**src/design/ddpid_pkg.sv**
```systemverilog
// Package for the differential-drive PID loop: widths, fixed-point constants,
// register indexes and reset values, and the 48-bit saturation helper.
// Depends on nothing; imported by differential_drive_pid_loop.
package ddpid_pkg;

   // Encoder counter width and the wheel delta arithmetic derived from it.
   localparam int COUNTER_BITS = 16;
   localparam int CNT_W        = COUNTER_BITS;
   localparam int DELTA_W      = CNT_W + 2;
   localparam logic signed [DELTA_W-1:0] WRAP_MOD    = DELTA_W'(1) << CNT_W;
   localparam logic signed [DELTA_W-1:0] WRAP_THRESH = WRAP_MOD - (WRAP_MOD >>> 4);

   // Port field widths.
   localparam int IN_COUNT_W  = 16;
   localparam int TARGET_W    = 32;
   localparam int DRIVE_W     = 16;

   // Datapath widths.
   localparam int GAIN_W  = 16;
   localparam int ACC_W   = 48;
   localparam int OPND_W  = 50;
   localparam int HALF_W  = OPND_W / 2;
   localparam int PP_W    = GAIN_W + HALF_W;
   localparam int PROD_W  = GAIN_W + OPND_W;
   localparam int SUM_W   = 64;
   localparam int QSHIFT  = 24;
   localparam int CTRL_W  = SUM_W - QSHIFT;

   // Each gain product is clamped to +-2^61.
   localparam logic [PROD_W-1:0] TERM_LIM  = PROD_W'(1) << 61;
   // 16777 / 2^24 is the integration step of about 0.001.
   localparam logic [GAIN_W-1:0] ISTEP_Q24 = 16'd16777;
   localparam logic [SUM_W-1:0]  Q24_BIAS  = (SUM_W'(1) << QSHIFT) - SUM_W'(1);

   // Configuration register indexes.
   localparam int CSR_IDX_W = 3;
   localparam logic [CSR_IDX_W-1:0] CSR_DIST_PROP   = 3'd0;
   localparam logic [CSR_IDX_W-1:0] CSR_DIST_DERIV  = 3'd1;
   localparam logic [CSR_IDX_W-1:0] CSR_DIST_INTEG  = 3'd2;
   localparam logic [CSR_IDX_W-1:0] CSR_ANGLE_PROP  = 3'd3;
   localparam logic [CSR_IDX_W-1:0] CSR_ANGLE_DERIV = 3'd4;
   localparam logic [CSR_IDX_W-1:0] CSR_DIST_SCALE  = 3'd5;
   localparam logic [CSR_IDX_W-1:0] CSR_ANGLE_SCALE = 3'd6;

   // Register reset values.
   localparam logic [GAIN_W-1:0] RST_DIST_PROP   = 16'd3840;
   localparam logic [GAIN_W-1:0] RST_DIST_DERIV  = 16'd0;
   localparam logic [GAIN_W-1:0] RST_DIST_INTEG  = 16'd256;
   localparam logic [GAIN_W-1:0] RST_ANGLE_PROP  = 16'd12800;
   localparam logic [GAIN_W-1:0] RST_ANGLE_DERIV = 16'd0;
   localparam logic [GAIN_W-1:0] RST_DIST_SCALE  = 16'd65535;
   localparam logic [GAIN_W-1:0] RST_ANGLE_SCALE = 16'd65535;

   typedef logic signed [ACC_W-1:0]  acc_type;
   typedef logic signed [OPND_W-1:0] opnd_type;

   // Saturate an operand-width value to the 48-bit signed accumulator range.
   function automatic acc_type sat_acc(input opnd_type v);
      logic [OPND_W-ACC_W:0] top;
      top = v[OPND_W-1:ACC_W-1];
      if ((top == '0) || (top == '1)) begin
         sat_acc = v[ACC_W-1:0];
      end else if (v[OPND_W-1]) begin
         sat_acc = {1'b1, {(ACC_W-1){1'b0}}};
      end else begin
         sat_acc = {1'b0, {(ACC_W-1){1'b1}}};
      end
   endfunction

endpackage

```
**src/design/differential_drive_pid_loop.sv**
```systemverilog
// Top level of the differential-drive PID position and heading controller.
// Holds the sequencer, the shared multiplier datapath and the registers.
// Depends on ddpid_pkg.

// Each request transaction carries one control tick: the raw left and right
// encoder counter readings and the position and angle targets. The block forms
// wrapped wheel deltas against the previous readings, turns their half sum and
// half difference into forward and rotational feedback, scales them into
// accumulated position and heading, runs a PID on the position error and a PD
// on the heading error, and returns one response transaction with the left and
// right drive values (forward plus and minus rotation, saturated to 16 bits).
// All arithmetic products go through one shared 16 x 25 bit multiplier under a
// small sequencer; eight products are needed per tick (two feedback scalings,
// the integration step and five gain terms), each passing through the setup
// state, the multiplier states MUL0 to MUL2 and the accumulate state. The
// block takes no new request until the current one has been worked through
// and its response written to the output register. req_ready is high only
// between ticks; a finished response sits in an output register, so the next
// request can be taken while the previous response still waits. The gain and
// scale registers on the csr_ port must be written only while the block is idle.
module differential_drive_pid_loop (
   input  logic                                   clock,
   input  logic                                   reset,
   input  logic                                   req_valid,
   output logic                                   req_ready,
   input  logic [ddpid_pkg::IN_COUNT_W-1:0]       req_left_count,
   input  logic [ddpid_pkg::IN_COUNT_W-1:0]       req_right_count,
   input  logic signed [ddpid_pkg::TARGET_W-1:0]  req_target_position,
   input  logic signed [ddpid_pkg::TARGET_W-1:0]  req_target_angle,
   output logic                                   rsp_valid,
   input  logic                                   rsp_ready,
   output logic signed [ddpid_pkg::DRIVE_W-1:0]   rsp_left_drive,
   output logic signed [ddpid_pkg::DRIVE_W-1:0]   rsp_right_drive,
   input  logic                                   csr_wr_en,
   input  logic [ddpid_pkg::CSR_IDX_W-1:0]        csr_index,
   input  logic [ddpid_pkg::GAIN_W-1:0]           csr_wdata
);
   import ddpid_pkg::*;

   // Sequencer states.
   localparam logic [3:0] ST_IDLE   = 4'd0;
   localparam logic [3:0] ST_FB     = 4'd1;
   localparam logic [3:0] ST_SETUP  = 4'd2;
   localparam logic [3:0] ST_MUL0   = 4'd3;
   localparam logic [3:0] ST_MUL1   = 4'd4;
   localparam logic [3:0] ST_MUL2   = 4'd5;
   localparam logic [3:0] ST_APPLY  = 4'd6;
   localparam logic [3:0] ST_ERRX   = 4'd7;
   localparam logic [3:0] ST_ERRW   = 4'd8;
   localparam logic [3:0] ST_FWD    = 4'd9;
   localparam logic [3:0] ST_ROT    = 4'd10;
   localparam logic [3:0] ST_FINISH = 4'd11;

   // Product operations, in the order the sequencer runs them.
   localparam logic [2:0] OP_POS   = 3'd0;  // forward feedback times distance scale
   localparam logic [2:0] OP_HEAD  = 3'd1;  // rotational feedback times angle scale
   localparam logic [2:0] OP_INTEG = 3'd2;  // position error times integration step
   localparam logic [2:0] OP_DPROP = 3'd3;  // position proportional term
   localparam logic [2:0] OP_DDER  = 3'd4;  // position derivative term
   localparam logic [2:0] OP_DINT  = 3'd5;  // position integral term
   localparam logic [2:0] OP_APROP = 3'd6;  // heading proportional term
   localparam logic [2:0] OP_ADER  = 3'd7;  // heading derivative term

   // Wrapped difference of two counter readings.
   function automatic logic signed [DELTA_W-1:0] wrap_delta(input logic [CNT_W-1:0] cur,
                                                            input logic [CNT_W-1:0] prev);
      logic signed [DELTA_W-1:0] d;
      d = $signed({2'b00, cur}) - $signed({2'b00, prev});
      if (d > WRAP_THRESH) begin
         wrap_delta = d - WRAP_MOD;
      end else if (d < -WRAP_THRESH) begin
         wrap_delta = d + WRAP_MOD;
      end else begin
         wrap_delta = d;
      end
   endfunction

   // Halve with truncation toward zero.
   function automatic logic signed [DELTA_W-1:0] half_tz(input logic signed [DELTA_W:0] s);
      logic signed [DELTA_W:0] t;
      t = s + $signed({{DELTA_W{1'b0}}, s[DELTA_W]});
      half_tz = t[DELTA_W:1];
   endfunction

   // Divide by 2^24 with truncation toward zero.
   function automatic logic signed [CTRL_W-1:0] div_q24(input logic signed [SUM_W-1:0] s);
      logic [SUM_W-1:0] t;
      t = s[SUM_W-1] ? (s + Q24_BIAS) : s;
      div_q24 = t[SUM_W-1:QSHIFT];
   endfunction

   // Saturate a control sum to the drive range.
   function automatic logic signed [DRIVE_W-1:0] sat_drive(input logic signed [CTRL_W:0] v);
      logic [CTRL_W-DRIVE_W+1:0] top;
      top = v[CTRL_W:DRIVE_W-1];
      if ((top == '0) || (top == '1)) begin
         sat_drive = v[DRIVE_W-1:0];
      end else if (v[CTRL_W]) begin
         sat_drive = {1'b1, {(DRIVE_W-1){1'b0}}};
      end else begin
         sat_drive = {1'b0, {(DRIVE_W-1){1'b1}}};
      end
   endfunction

   function automatic opnd_type ext_acc(input acc_type v);
      ext_acc = {{(OPND_W-ACC_W){v[ACC_W-1]}}, v};
   endfunction

   // Control and architectural state.
   logic [3:0]          state_ff, state_in;
   logic [2:0]          op_ff, op_in;
   logic                rsp_valid_ff, rsp_valid_in;
   logic [GAIN_W-1:0]   dprop_ff, dprop_in;
   logic [GAIN_W-1:0]   dder_ff, dder_in;
   logic [GAIN_W-1:0]   dint_ff, dint_in;
   logic [GAIN_W-1:0]   aprop_ff, aprop_in;
   logic [GAIN_W-1:0]   ader_ff, ader_in;
   logic [GAIN_W-1:0]   dscale_ff, dscale_in;
   logic [GAIN_W-1:0]   ascale_ff, ascale_in;
   logic [CNT_W-1:0]    prev_left_ff, prev_left_in;
   logic [CNT_W-1:0]    prev_right_ff, prev_right_in;
   acc_type             position_ff, position_in;
   acc_type             heading_ff, heading_in;
   acc_type             integ_ff, integ_in;
   acc_type             last_derr_ff, last_derr_in;
   acc_type             last_aerr_ff, last_aerr_in;

   // Working registers of one tick.
   logic signed [DELTA_W-1:0] dl_ff, dl_in;
   logic signed [DELTA_W-1:0] dr_ff, dr_in;
   logic signed [DELTA_W-1:0] fbx_ff, fbx_in;
   logic signed [DELTA_W-1:0] fbw_ff, fbw_in;
   logic signed [TARGET_W-1:0] tpos_ff, tpos_in;
   logic signed [TARGET_W-1:0] tang_ff, tang_in;
   acc_type             err_x_ff, err_x_in;
   acc_type             err_w_ff, err_w_in;
   logic [OPND_W-1:0]   mag_ff, mag_in;
   logic                neg_ff, neg_in;
   logic [GAIN_W-1:0]   gain_ff, gain_in;
   logic [PP_W-1:0]     pp_ff, pp_in;
   logic [PROD_W-1:0]   prod_ff, prod_in;
   logic signed [SUM_W-1:0]  sum_ff, sum_in;
   logic signed [CTRL_W-1:0] fwd_ff, fwd_in;
   logic signed [CTRL_W-1:0] rot_ff, rot_in;
   logic signed [DRIVE_W-1:0] left_ff, left_in;
   logic signed [DRIVE_W-1:0] right_ff, right_in;

   // Combinational datapath.
   logic                req_fire;
   logic [CNT_W-1:0]    cur_left, cur_right;
   opnd_type            opa, opb, diff_ab, diff_ba;
   logic [GAIN_W-1:0]   op_gain;
   logic [HALF_W-1:0]   mul_b;
   logic [PP_W-1:0]     mul_out;
   logic [PROD_W-1:0]   prod_shift;
   opnd_type            acc_base, acc_addend, acc_sum;
   logic signed [SUM_W-1:0] term_mag;
   opnd_type            tgt_diff;
   logic signed [CTRL_W:0]  left_sum, right_sum;

   assign req_ready = (state_ff == ST_IDLE);
   assign req_fire  = req_valid && req_ready;
   assign rsp_valid = rsp_valid_ff;
   assign rsp_left_drive  = left_ff;
   assign rsp_right_drive = right_ff;

   assign cur_left  = CNT_W'(req_left_count);
   assign cur_right = CNT_W'(req_right_count);

   // Operand selection for the shared multiplier. The derivative terms take the
   // difference of two errors; both subtraction orders are formed so that the
   // magnitude comes out of a single adder level.
   always_comb begin
      opa     = ext_acc(err_x_ff);
      opb     = '0;
      op_gain = dprop_ff;
      case (op_ff)
         OP_POS: begin
            opa     = {{(OPND_W-DELTA_W){fbx_ff[DELTA_W-1]}}, fbx_ff};
            op_gain = dscale_ff;
         end
         OP_HEAD: begin
            opa     = {{(OPND_W-DELTA_W){fbw_ff[DELTA_W-1]}}, fbw_ff};
            op_gain = ascale_ff;
         end
         OP_INTEG: begin
            op_gain = ISTEP_Q24;
         end
         OP_DPROP: begin
            op_gain = dprop_ff;
         end
         OP_DDER: begin
            opb     = ext_acc(last_derr_ff);
            op_gain = dder_ff;
         end
         OP_DINT: begin
            opa     = ext_acc(integ_ff);
            op_gain = dint_ff;
         end
         OP_APROP: begin
            opa     = ext_acc(err_w_ff);
            op_gain = aprop_ff;
         end
         OP_ADER: begin
            opa     = ext_acc(err_w_ff);
            opb     = ext_acc(last_aerr_ff);
            op_gain = ader_ff;
         end
         default: begin
            op_gain = dprop_ff;
         end
      endcase
   end

   assign diff_ab = opa - opb;
   assign diff_ba = opb - opa;

   // The one multiplier: gain times the low or the high half of the magnitude.
   assign mul_b      = (state_ff == ST_MUL0) ? mag_ff[HALF_W-1:0] : mag_ff[OPND_W-1:HALF_W];
   assign mul_out    = PP_W'(gain_ff) * PP_W'(mul_b);
   assign prod_shift = PROD_W'(pp_ff) << HALF_W;

   // Accumulate step for position, heading and the integral.
   always_comb begin
      case (op_ff)
         OP_POS: begin
            acc_base   = ext_acc(position_ff);
            acc_addend = {1'b0, prod_ff[OPND_W-2:0]};
         end
         OP_HEAD: begin
            acc_base   = ext_acc(heading_ff);
            acc_addend = {1'b0, prod_ff[OPND_W-2:0]};
         end
         default: begin
            acc_base   = ext_acc(integ_ff);
            acc_addend = {{(OPND_W-PROD_W+QSHIFT){1'b0}}, prod_ff[PROD_W-1:QSHIFT]};
         end
      endcase
   end

   assign acc_sum  = neg_ff ? (acc_base - acc_addend) : (acc_base + acc_addend);
   assign term_mag = (prod_ff > TERM_LIM) ? $signed(TERM_LIM[SUM_W-1:0])
                                          : $signed(prod_ff[SUM_W-1:0]);
   assign tgt_diff = (op_ff == OP_HEAD)
                   ? ({{(OPND_W-TARGET_W){tang_ff[TARGET_W-1]}}, tang_ff} - ext_acc(heading_ff))
                   : ({{(OPND_W-TARGET_W){tpos_ff[TARGET_W-1]}}, tpos_ff} - ext_acc(position_ff));
   assign left_sum  = {fwd_ff[CTRL_W-1], fwd_ff} + {rot_ff[CTRL_W-1], rot_ff};
   assign right_sum = {fwd_ff[CTRL_W-1], fwd_ff} - {rot_ff[CTRL_W-1], rot_ff};

   // Configuration writes; an index past the last register is ignored.
   always_comb begin
      dprop_in  = dprop_ff;
      dder_in   = dder_ff;
      dint_in   = dint_ff;
      aprop_in  = aprop_ff;
      ader_in   = ader_ff;
      dscale_in = dscale_ff;
      ascale_in = ascale_ff;
      if (csr_wr_en) begin
         case (csr_index)
            CSR_DIST_PROP:   dprop_in  = csr_wdata;
            CSR_DIST_DERIV:  dder_in   = csr_wdata;
            CSR_DIST_INTEG:  dint_in   = csr_wdata;
            CSR_ANGLE_PROP:  aprop_in  = csr_wdata;
            CSR_ANGLE_DERIV: ader_in   = csr_wdata;
            CSR_DIST_SCALE:  dscale_in = csr_wdata;
            CSR_ANGLE_SCALE: ascale_in = csr_wdata;
            default: begin
            end
         endcase
      end
   end

   // Sequencer. After the operands of a tick are latched, the eight products
   // run in order; between them the position and heading errors are formed and
   // the forward term is taken out of the accumulator before the heading terms.
   always_comb begin
      state_in      = state_ff;
      op_in         = op_ff;
      rsp_valid_in  = rsp_valid_ff && !rsp_ready;
      prev_left_in  = prev_left_ff;
      prev_right_in = prev_right_ff;
      position_in   = position_ff;
      heading_in    = heading_ff;
      integ_in      = integ_ff;
      last_derr_in  = last_derr_ff;
      last_aerr_in  = last_aerr_ff;
      dl_in         = dl_ff;
      dr_in         = dr_ff;
      fbx_in        = fbx_ff;
      fbw_in        = fbw_ff;
      tpos_in       = tpos_ff;
      tang_in       = tang_ff;
      err_x_in      = err_x_ff;
      err_w_in      = err_w_ff;
      mag_in        = mag_ff;
      neg_in        = neg_ff;
      gain_in       = gain_ff;
      pp_in         = pp_ff;
      prod_in       = prod_ff;
      sum_in        = sum_ff;
      fwd_in        = fwd_ff;
      rot_in        = rot_ff;
      left_in       = left_ff;
      right_in      = right_ff;
      case (state_ff)
         ST_IDLE: begin
            if (req_fire) begin
               dl_in         = wrap_delta(cur_left, prev_left_ff);
               dr_in         = wrap_delta(cur_right, prev_right_ff);
               prev_left_in  = cur_left;
               prev_right_in = cur_right;
               tpos_in       = req_target_position;
               tang_in       = req_target_angle;
               op_in         = OP_POS;
               state_in      = ST_FB;
            end
         end
         ST_FB: begin
            fbx_in   = half_tz($signed({dl_ff[DELTA_W-1], dl_ff}) +
                               $signed({dr_ff[DELTA_W-1], dr_ff}));
            fbw_in   = half_tz($signed({dl_ff[DELTA_W-1], dl_ff}) -
                               $signed({dr_ff[DELTA_W-1], dr_ff}));
            state_in = ST_SETUP;
         end
         ST_SETUP: begin
            neg_in   = diff_ab[OPND_W-1];
            mag_in   = diff_ab[OPND_W-1] ? diff_ba : diff_ab;
            gain_in  = op_gain;
            state_in = ST_MUL0;
         end
         ST_MUL0: begin
            prod_in  = PROD_W'(mul_out);
            state_in = ST_MUL1;
         end
         ST_MUL1: begin
            pp_in    = mul_out;
            state_in = ST_MUL2;
         end
         ST_MUL2: begin
            prod_in  = prod_ff + prod_shift;
            state_in = ST_APPLY;
         end
         ST_APPLY: begin
            op_in = op_ff + 3'd1;
            case (op_ff)
               OP_POS: begin
                  position_in = sat_acc(acc_sum);
                  state_in    = ST_SETUP;
               end
               OP_HEAD: begin
                  heading_in = sat_acc(acc_sum);
                  state_in   = ST_ERRX;
               end
               OP_INTEG: begin
                  integ_in = sat_acc(acc_sum);
                  state_in = ST_SETUP;
               end
               OP_DINT: begin
                  sum_in   = neg_ff ? (sum_ff - term_mag) : (sum_ff + term_mag);
                  state_in = ST_FWD;
               end
               OP_ADER: begin
                  sum_in   = neg_ff ? (sum_ff - term_mag) : (sum_ff + term_mag);
                  state_in = ST_ROT;
               end
               default: begin
                  sum_in   = neg_ff ? (sum_ff - term_mag) : (sum_ff + term_mag);
                  state_in = ST_SETUP;
               end
            endcase
         end
         ST_ERRX: begin
            // op_ff already points at the integral step, so the target mux
            // selects the position pair here.
            err_x_in = sat_acc(tgt_diff);
            state_in = ST_ERRW;
         end
         ST_ERRW: begin
            err_w_in = sat_acc({{(OPND_W-TARGET_W){tang_ff[TARGET_W-1]}}, tang_ff} -
                               ext_acc(heading_ff));
            sum_in   = '0;
            state_in = ST_SETUP;
         end
         ST_FWD: begin
            fwd_in   = div_q24(sum_ff);
            sum_in   = '0;
            state_in = ST_SETUP;
         end
         ST_ROT: begin
            rot_in       = div_q24(sum_ff);
            last_derr_in = err_x_ff;
            last_aerr_in = err_w_ff;
            state_in     = ST_FINISH;
         end
         ST_FINISH: begin
            // Hold here until the output register is free.
            if (!rsp_valid_ff || rsp_ready) begin
               left_in      = sat_drive(left_sum);
               right_in     = sat_drive(right_sum);
               rsp_valid_in = 1'b1;
               state_in     = ST_IDLE;
            end
         end
         default: begin
            state_in = ST_IDLE;
         end
      endcase
   end

   always_ff @(posedge clock) begin
      if (reset) begin
         state_ff      <= ST_IDLE;
         op_ff         <= OP_POS;
         rsp_valid_ff  <= 1'b0;
         dprop_ff      <= RST_DIST_PROP;
         dder_ff       <= RST_DIST_DERIV;
         dint_ff       <= RST_DIST_INTEG;
         aprop_ff      <= RST_ANGLE_PROP;
         ader_ff       <= RST_ANGLE_DERIV;
         dscale_ff     <= RST_DIST_SCALE;
         ascale_ff     <= RST_ANGLE_SCALE;
         prev_left_ff  <= '0;
         prev_right_ff <= '0;
         position_ff   <= '0;
         heading_ff    <= '0;
         integ_ff      <= '0;
         last_derr_ff  <= '0;
         last_aerr_ff  <= '0;
      end else begin
         state_ff      <= state_in;
         op_ff         <= op_in;
         rsp_valid_ff  <= rsp_valid_in;
         dprop_ff      <= dprop_in;
         dder_ff       <= dder_in;
         dint_ff       <= dint_in;
         aprop_ff      <= aprop_in;
         ader_ff       <= ader_in;
         dscale_ff     <= dscale_in;
         ascale_ff     <= ascale_in;
         prev_left_ff  <= prev_left_in;
         prev_right_ff <= prev_right_in;
         position_ff   <= position_in;
         heading_ff    <= heading_in;
         integ_ff      <= integ_in;
         last_derr_ff  <= last_derr_in;
         last_aerr_ff  <= last_aerr_in;
      end
   end

   always_ff @(posedge clock) begin
      dl_ff    <= dl_in;
      dr_ff    <= dr_in;
      fbx_ff   <= fbx_in;
      fbw_ff   <= fbw_in;
      tpos_ff  <= tpos_in;
      tang_ff  <= tang_in;
      err_x_ff <= err_x_in;
      err_w_ff <= err_w_in;
      mag_ff   <= mag_in;
      neg_ff   <= neg_in;
      gain_ff  <= gain_in;
      pp_ff    <= pp_in;
      prod_ff  <= prod_in;
      sum_ff   <= sum_in;
      fwd_ff   <= fwd_in;
      rot_ff   <= rot_in;
      left_ff  <= left_in;
      right_ff <= right_in;
   end

   // A response appears only out of the final mixing step.
   a_rsp_from_finish: assert property (@(posedge clock) disable iff (reset)
      $rose(rsp_valid_ff) |-> ($past(state_ff) == ST_FINISH))
      else $error("response raised outside the final mixing step");

   // The position accumulator moves only on its own accumulate step.
   a_position_update: assert property (@(posedge clock) disable iff (reset)
      (position_ff != $past(position_ff)) |->
         ($past(reset) || (($past(state_ff) == ST_APPLY) && ($past(op_ff) == OP_POS))))
      else $error("position changed outside its accumulate step");

   // The stored errors for the derivative terms change only at the end of a tick.
   a_last_error_update: assert property (@(posedge clock) disable iff (reset)
      ((last_derr_ff != $past(last_derr_ff)) || (last_aerr_ff != $past(last_aerr_ff))) |->
         ($past(reset) || ($past(state_ff) == ST_ROT)))
      else $error("previous errors changed before the tick finished");

endmodule

```
**config.mk**
```make
export PLATFORM = sky130hd
export DESIGN_NAME = differential_drive_pid_loop
export DESIGN_NICKNAME = d
export VERILOG_FILES = /design/src/design/ddpid_pkg.sv /design/src/design/differential_drive_pid_loop.sv
export SDC_FILE = /design/constraint.sdc
export NUM_CORES = 2
export LEC_CHECK = 0
export ABC_AREA = 0
export BUFFER_PORTS_ARGS = -buffer_cell sky130_fd_sc_hd__buf_2
export CORE_UTILIZATION = 51
export CTS_CLUSTER_SIZE = 8
export DETAILED_ROUTE_END_ITERATION = 8
export PLACE_DENSITY = 0.68
export RECOVER_POWER = 100
export SYNTH_ARGS = -nofsm -noshare
export SYNTH_HDL_FRONTEND = slang
export SYNTH_SLANG_ARGS = --single-unit
```
**constraint.sdc**
```tcl
create_clock -name clock -period 11.6 [get_ports clock]
set_input_delay 0 -clock clock [delete_from_list [all_inputs] [get_ports clock]]
set_output_delay 0 -clock clock [all_outputs]
set_load 0.01 [all_outputs]
```
---- After elaboration in Yosys (flattened, before gate mapping) ----
Cells that the tools add are included.
storage, ports and cells
  register bits after elaboration ......... 974
  input bits .............................. 120
  logic and storage cells ................. 175
operators by class
  $add $sub $neg .......................... 23
  multipliers ............................. 1
  order comparisons ....................... 5
  equality and inequality tests ........... 32
  mux-type cells .......................... 37
  reduce and logical (&&, ||, !) cells .... 41
operators by type and width
  cell                                                              count
  two-way mux 48 bit                                                6
  two-way mux 64 bit                                                4
  case mux 50 bit (2 select lines)                                  2
  case mux 50 bit (4 select lines)                                  1
  subtractor 50 bit                                                 3
  case mux 66 bit (2 select lines)                                  1
  case mux 16 bit (8 select lines)                                  1
  case mux 64 bit (2 select lines)                                  1
  two-way mux 50 bit                                                2
  two-way mux 49 bit                                                2
  subtractor 32 x 48 -> 49 bit                                      2
  two-way mux 18 bit                                                4
  adder 66 bit                                                      1
  greater-than comparator 66 x 62 -> 1 bit (second input constant)  1
  adder 64 x 24 -> 64 bit (second input constant)                   1
  adder 64 bit                                                      1
  two-way mux 16 bit                                                4
  subtractor 64 bit                                                 1
  == test 26 bit (second input constant)                            2
  zero test 26 bit                                                  2
  adder 50 bit                                                      1
  adder 40 x 40 -> 41 bit                                           1
  multiplier 16 x 25 -> 41 bit                                      1
  subtractor 40 x 40 -> 41 bit                                      1
  other kinds (34)                                                  93

---- Longest topological paths before layout ----
  depth after elaboration ................. 8
  depth in mapped cells ................... 36
  depth with buffers taken out ............ 29

---- Worst setup path before layout ----
Ideal clock, no wire load.
  path kind ............................... flip-flop to flip-flop
  from .................................... register state_ff[0]
  to ...................................... register prod_ff[34] (data pin)
  arrival time ............................ 8.763 ns
  slack ................................... 2.577 ns
  stages on the path, launching flop included .. 28
  path buffers ............................ 3
  period minus slack after synthesis ...... 9.023 ns
  path through ............................ dfxtp_1 clkbuf_1 nand2_1 nor3_1 clkbuf_1 mux2_2 clkbuf_1 nand2_1 fa_1 fa_1 fa_1 fa_1 inv_1 fa_1 fa_1 ha_1 a21o_1 a21oi_1 o21ai_0 a221oi_1 o21ai_0 a41oi_1 nand2b_1 a21o_1 a21oi_1 o21ai_0 xnor2_1 mux2_2
on the way
  longest elaborated chain between the ends .. 4
  elaborated cells between the ends (all ways) .. 5
ends and longest elaborated chain
  item                              line                                text
  start: declaration                differential_drive_pid_loop.sv:110  logic [3:0] state_ff, state_in;
  start signal: assignment          differential_drive_pid_loop.sv:431  state_ff <= state_in;
  == test 4 x 2 -> 1 bit            differential_drive_pid_loop.sv:219  assign mul_b = (state_ff == ST_MUL0) ? mag_ff[HALF_W-1:0] : mag_ff[OPND_W-1:HALF_W];
  two-way mux 25 bit                differential_drive_pid_loop.sv:219
  multiplier 16 x 25 -> 41 bit      differential_drive_pid_loop.sv:220  assign mul_out = PP_W'(gain_ff) * PP_W'(mul_b);
  net mul_out[34]                   differential_drive_pid_loop.sv:154  logic [PP_W-1:0] mul_out;
  case mux 66 bit (2 select lines)  differential_drive_pid_loop.sv:306  case (state_ff)
  net prod_in[34]                   differential_drive_pid_loop.sv:141  logic [PROD_W-1:0] prod_ff, prod_in;
  end signal: assignment            differential_drive_pid_loop.sv:464  prod_ff <= prod_in;
  end: declaration                  differential_drive_pid_loop.sv:141
The timed path passes the listed nets, and every way through them passes these cells.
A chain may end at the register's enable or synchronous reset.

---- Worst setup path in the final report ----
  from .................................... register op_ff[2]
  to ...................................... register mag_ff[45] (data pin)
on the way
  longest elaborated chain between the ends .. 5
  elaborated cells between the ends (all ways) .. 12
ends and longest elaborated chain
  item                                  line                                                                    text
  start: declaration                    differential_drive_pid_loop.sv:111                                      logic [2:0] op_ff, op_in;
  start signal: assignment              differential_drive_pid_loop.sv:432                                      op_ff <= op_in;
  == test 3 bit                         differential_drive_pid_loop.sv:177                                      case (op_ff)
  OR reduction 2 bit (no source line)   n/a
  case mux 50 bit (4 select lines)      differential_drive_pid_loop.sv:177
  subtractor 50 bit (on tied branches)  differential_drive_pid_loop.sv:215, differential_drive_pid_loop.sv:216
  two-way mux 49 bit *                  differential_drive_pid_loop.sv:328                                      mag_in = diff_ab[OPND_W-1] ? diff_ba : diff_ab;
  end signal: assignment                differential_drive_pid_loop.sv:460                                      mag_ff <= mag_in;
  end: declaration                      differential_drive_pid_loop.sv:137                                      logic [OPND_W-1:0] mag_ff, mag_in;
Every way passes the cells marked *; elsewhere a longest branch is shown, timed or not.

==> metrics <==
result of the run=finished with violations; failing checks=max-capacitance violations, max-slew violations; #FFs+latches synth=974; CTS root buf=clkbuf_16; Power per Cell Area=339.6 nW/µm²; Worst-Margin Slew=about 5000 ps; Inserted Clock Buffers=between 100 and 150; number of detailed-routing iterations run before antenna repair=6; maximum root-to-sink buffer count=3; sequential share of the synthesized area=0.3045; CTS sink count=974; WP data arrival=11,080 ps; Layout area overhead=10.45%; DR vias=75,220; Final Cycle Share=0.9128; GRT Residual Overflow=0; Cells after Synth=9,829; clock-pin slew on the worst setup and hold paths=50 ps; fillers=14,700; NetSw=0.01544 W; Port Buffers=153; Skew-Pair Late Insertion Delay=820 ps; RSZ-0062 raised after global routing=false; share of cells above drive strength 1=0.04591; Layout Utilization=0.5695; critical path fanouts, max=66; hold path startpoint=csr_wdata[1]; CTS tree=yes; IO Pins=154; Worst Path Class, Setup=register to register; reg2reg start=op_ff[2]; die span in y=405.8 µm; DIE WIDTH=405.8 µm; Final HPWL DP=212,900 µm; Post-Syn Area=83,160 µm²; terminus of the critical flop-to-flop path=mag_ff[45]; Crit. End Element=register; relative slew slack=-2.347; NumNets Final=11,020; Slew Limit Fails=1,354; initial antenna violation count=10; Ys Warns=0; Post-synth ARST share=0; Pleak=36.43 nW; Max Clock Freq=94.45 MHz; most frequent cells in the layout=nand2_1 (1,346), a21oi_1 (862), inv_1 (853); full die area=164,700 µm²; first-pass GRT wire length=434,000 µm; vias per std cell=6.164; Post-synth top flop=edfxtp_1; drt total wl=286,100 µm; Reg2Reg Setup Slack=1010 ps; Mean Syn Cell Area=~8.5 µm²; worst-case clock skew=64.95 ps; Final Critical Period=10,590 ps; final hold viol count=0; synth top area cells=edfxtp_1 (21%), dfxtp_1 (9.4%), ha_1 (9.3%); drc violations=0; largest net degree at the start of global routing=around 120; Combinational Power Share=0.689; Rows=147; Hold Slack=72.78 ps; CTS H-Tree Depth=4; initial core utilization=0.5156; final RePlAce weighted congestion=1.001; leading area contributor after synthesis=edfxtp_1; vias in the first global route=roughly 72,000; number of max-cap violations=26; antenna viol nets, final=0; Min-Delay Path Depth=4; GRT Util Overall=0.3410; most common cell after layout, fill and taps aside=nand2_1; setup TNS=0 ps; Internal=0.01575 W; core footprint=161,300 µm²; Synth cell types=between 100 and 150; final setup fails=0; sw frac=0.4950; DRT iter0 DRCs=8,013; worst vdd ir=0.001284 V; R2R depth=19; CP startpoint kind=register; Sequential Power Share=0.185; Avg WL per Cell=between 20 and 25 µm; Worst Hold Class=input pin to register; EDFF count, synth=slightly below 600; Clk pwr share=0.127; syn nets=between 10,000 and 15,000; CP required=12,090 ps; Synth top area share=0.2101; Hold Path Sink=dprop_ff[1]
[stage by stage]
| stage | cells | instance area (µm²) | worst slack (ps) | total power [W] |
|---|---|---|---|---|
| floorplan | 9829 | 83160 | 2577 | 0.02068 |
| global placement | 11710 | 85400 | 2640 | 0.02669 |
| detailed placement | 11710 | 85400 | 2434 | 0.02692 |
| CTS | 12200 | 92150 | 2374 | 0.03116 |
| global route | 12200 | 91850 | 995.4 | 0.03339 |
| finish | 12200 | 91860 | 1012 | 0.03119 |
[cell type report]
cell class / instances / area, µm² / area share
Sequential cell: 974 / 25330 / 0.2757
Inverter: 858 / 3223 / 0.03509
Tap cell: 2160 / 2703 / 0.02942
Antenna cell: 1 / 2.502 / 0.00002724
Timing Repair Buffer: 488 / 3764 / 0.04097
Multi-Input combinational cell: 7488 / 52630 / 0.5730
Clock buffer: 214 / 3844 / 0.04184
Clock inverter: 20 / 361.6 / 0.003937
[worst max path at each step]
stage / startpoint / to / depth (start not counted)
after global routing: op_ff[1] / position_ff[14] / 21
after CTS: state_ff[1] / prod_ff[34] / 26
after floorplan: state_ff[0] / prod_ff[34] / 27
final: op_ff[2] / mag_ff[45] / 19
after global placement: state_ff[1] / prod_ff[34] / 28
after detailed placement: state_ff[1] / prod_ff[34] / 26
[power by group through the flow]
stage,sequential (W),clock (W),combinational [W]
global placement,0.00579,0,0.0209
global route,0.00577,0.00413,0.0235
finish,0.00575,0.00395,0.0215
CTS,0.00573,0.00399,0.0214
floorplan,0.00579,0,0.0149
detailed placement,0.00580,0,0.0211
[state kept, by name (all words and copies together) (netlist names), 18 cells and up]
register and flops:
dl_ff 18, dr_ff 18, err_w_ff 48, err_x_ff 48, fbw_ff 18, fbx_ff 18
fwd_ff 40, heading_ff 48, integ_ff 48, last_aerr_ff 48, last_derr_ff 48, mag_ff 50
position_ff 48, pp_ff 41, prod_ff 66, rot_ff 40, sum_ff 64, tang_ff 32
tpos_ff 32
[Yosys cell counts (67+ instances only)]
master    number
nand2_1     1347
a21oi_1      863
inv_1        854
nor2_1       773
ha_1         615
edfxtp_1     582
clkbuf_1     392
dfxtp_1      392
o21ai_0      340
fa_1         333
xnor2_1      320
and2_1       237
xor2_1       235
a21o_1       227
nand3_1      202
a211oi_1     184
nor3_1       154
o21a_1       116
o21bai_1     115
a22oi_1      100
nand4_1       99
o211ai_1      92
nor2b_1       75
nand2b_1      69
a31oi_1       68
mux2i_1       67
[cell families (layout without fill, tap and decap cells)]
group                      Yosys count  count (layout)  share of synthesized area
buffers and inverters             1367            1580                    0.06323
AOI/OAI and AO/OA                 2535            2535                     0.1983
adders and majority gates         1013            1013                     0.1805
muxes                              112             112                    0.01416
DFF                                974             974                     0.3045
xor gates and xnor gates           556             556                    0.05865
and+or+nand+nor                   3272            3272                     0.1806
other                                0               1                          0
[routing by layer]
layer / global-route usage / up-vias / part of all wire
met2: 0.5516 / 3458 / 0.46
met1: 0.4508 / 36480 / 0.41
met4: 0.1447 / 6 / 0.046
li1: - / 34620 / -
met5: 0 / - / 0.00014
met3: 0.05572 / 658 / 0.083
[worst max-delay path, cell delays in order, from the launching register on]
cell      delay [ps]
dfxtp_2          830
buf_4            480
ha_1             230
clkbuf_1        3050
a22oi_1         1200
ha_1             750
a21oi_1          180
o21ai_0          120
a221oi_1         470
nor3b_1          100
a311oi_1         870
a21oi_2          130
clkinv_1         110
buf_4            470
a21oi_1          130
a221o_1          330
a22o_1           230
a21oi_1          240
o21ai_0          140
xor2_1           180
[what timing repair did]
item / in CTS / in global routing
hold buffers: 254 / 0
endpoints found under the hold margin: 277 / 0
resized for setup: 0 / 0
buffers inserted: 0 / 0
No activity file was read; power rests on OpenSTA's default activity.
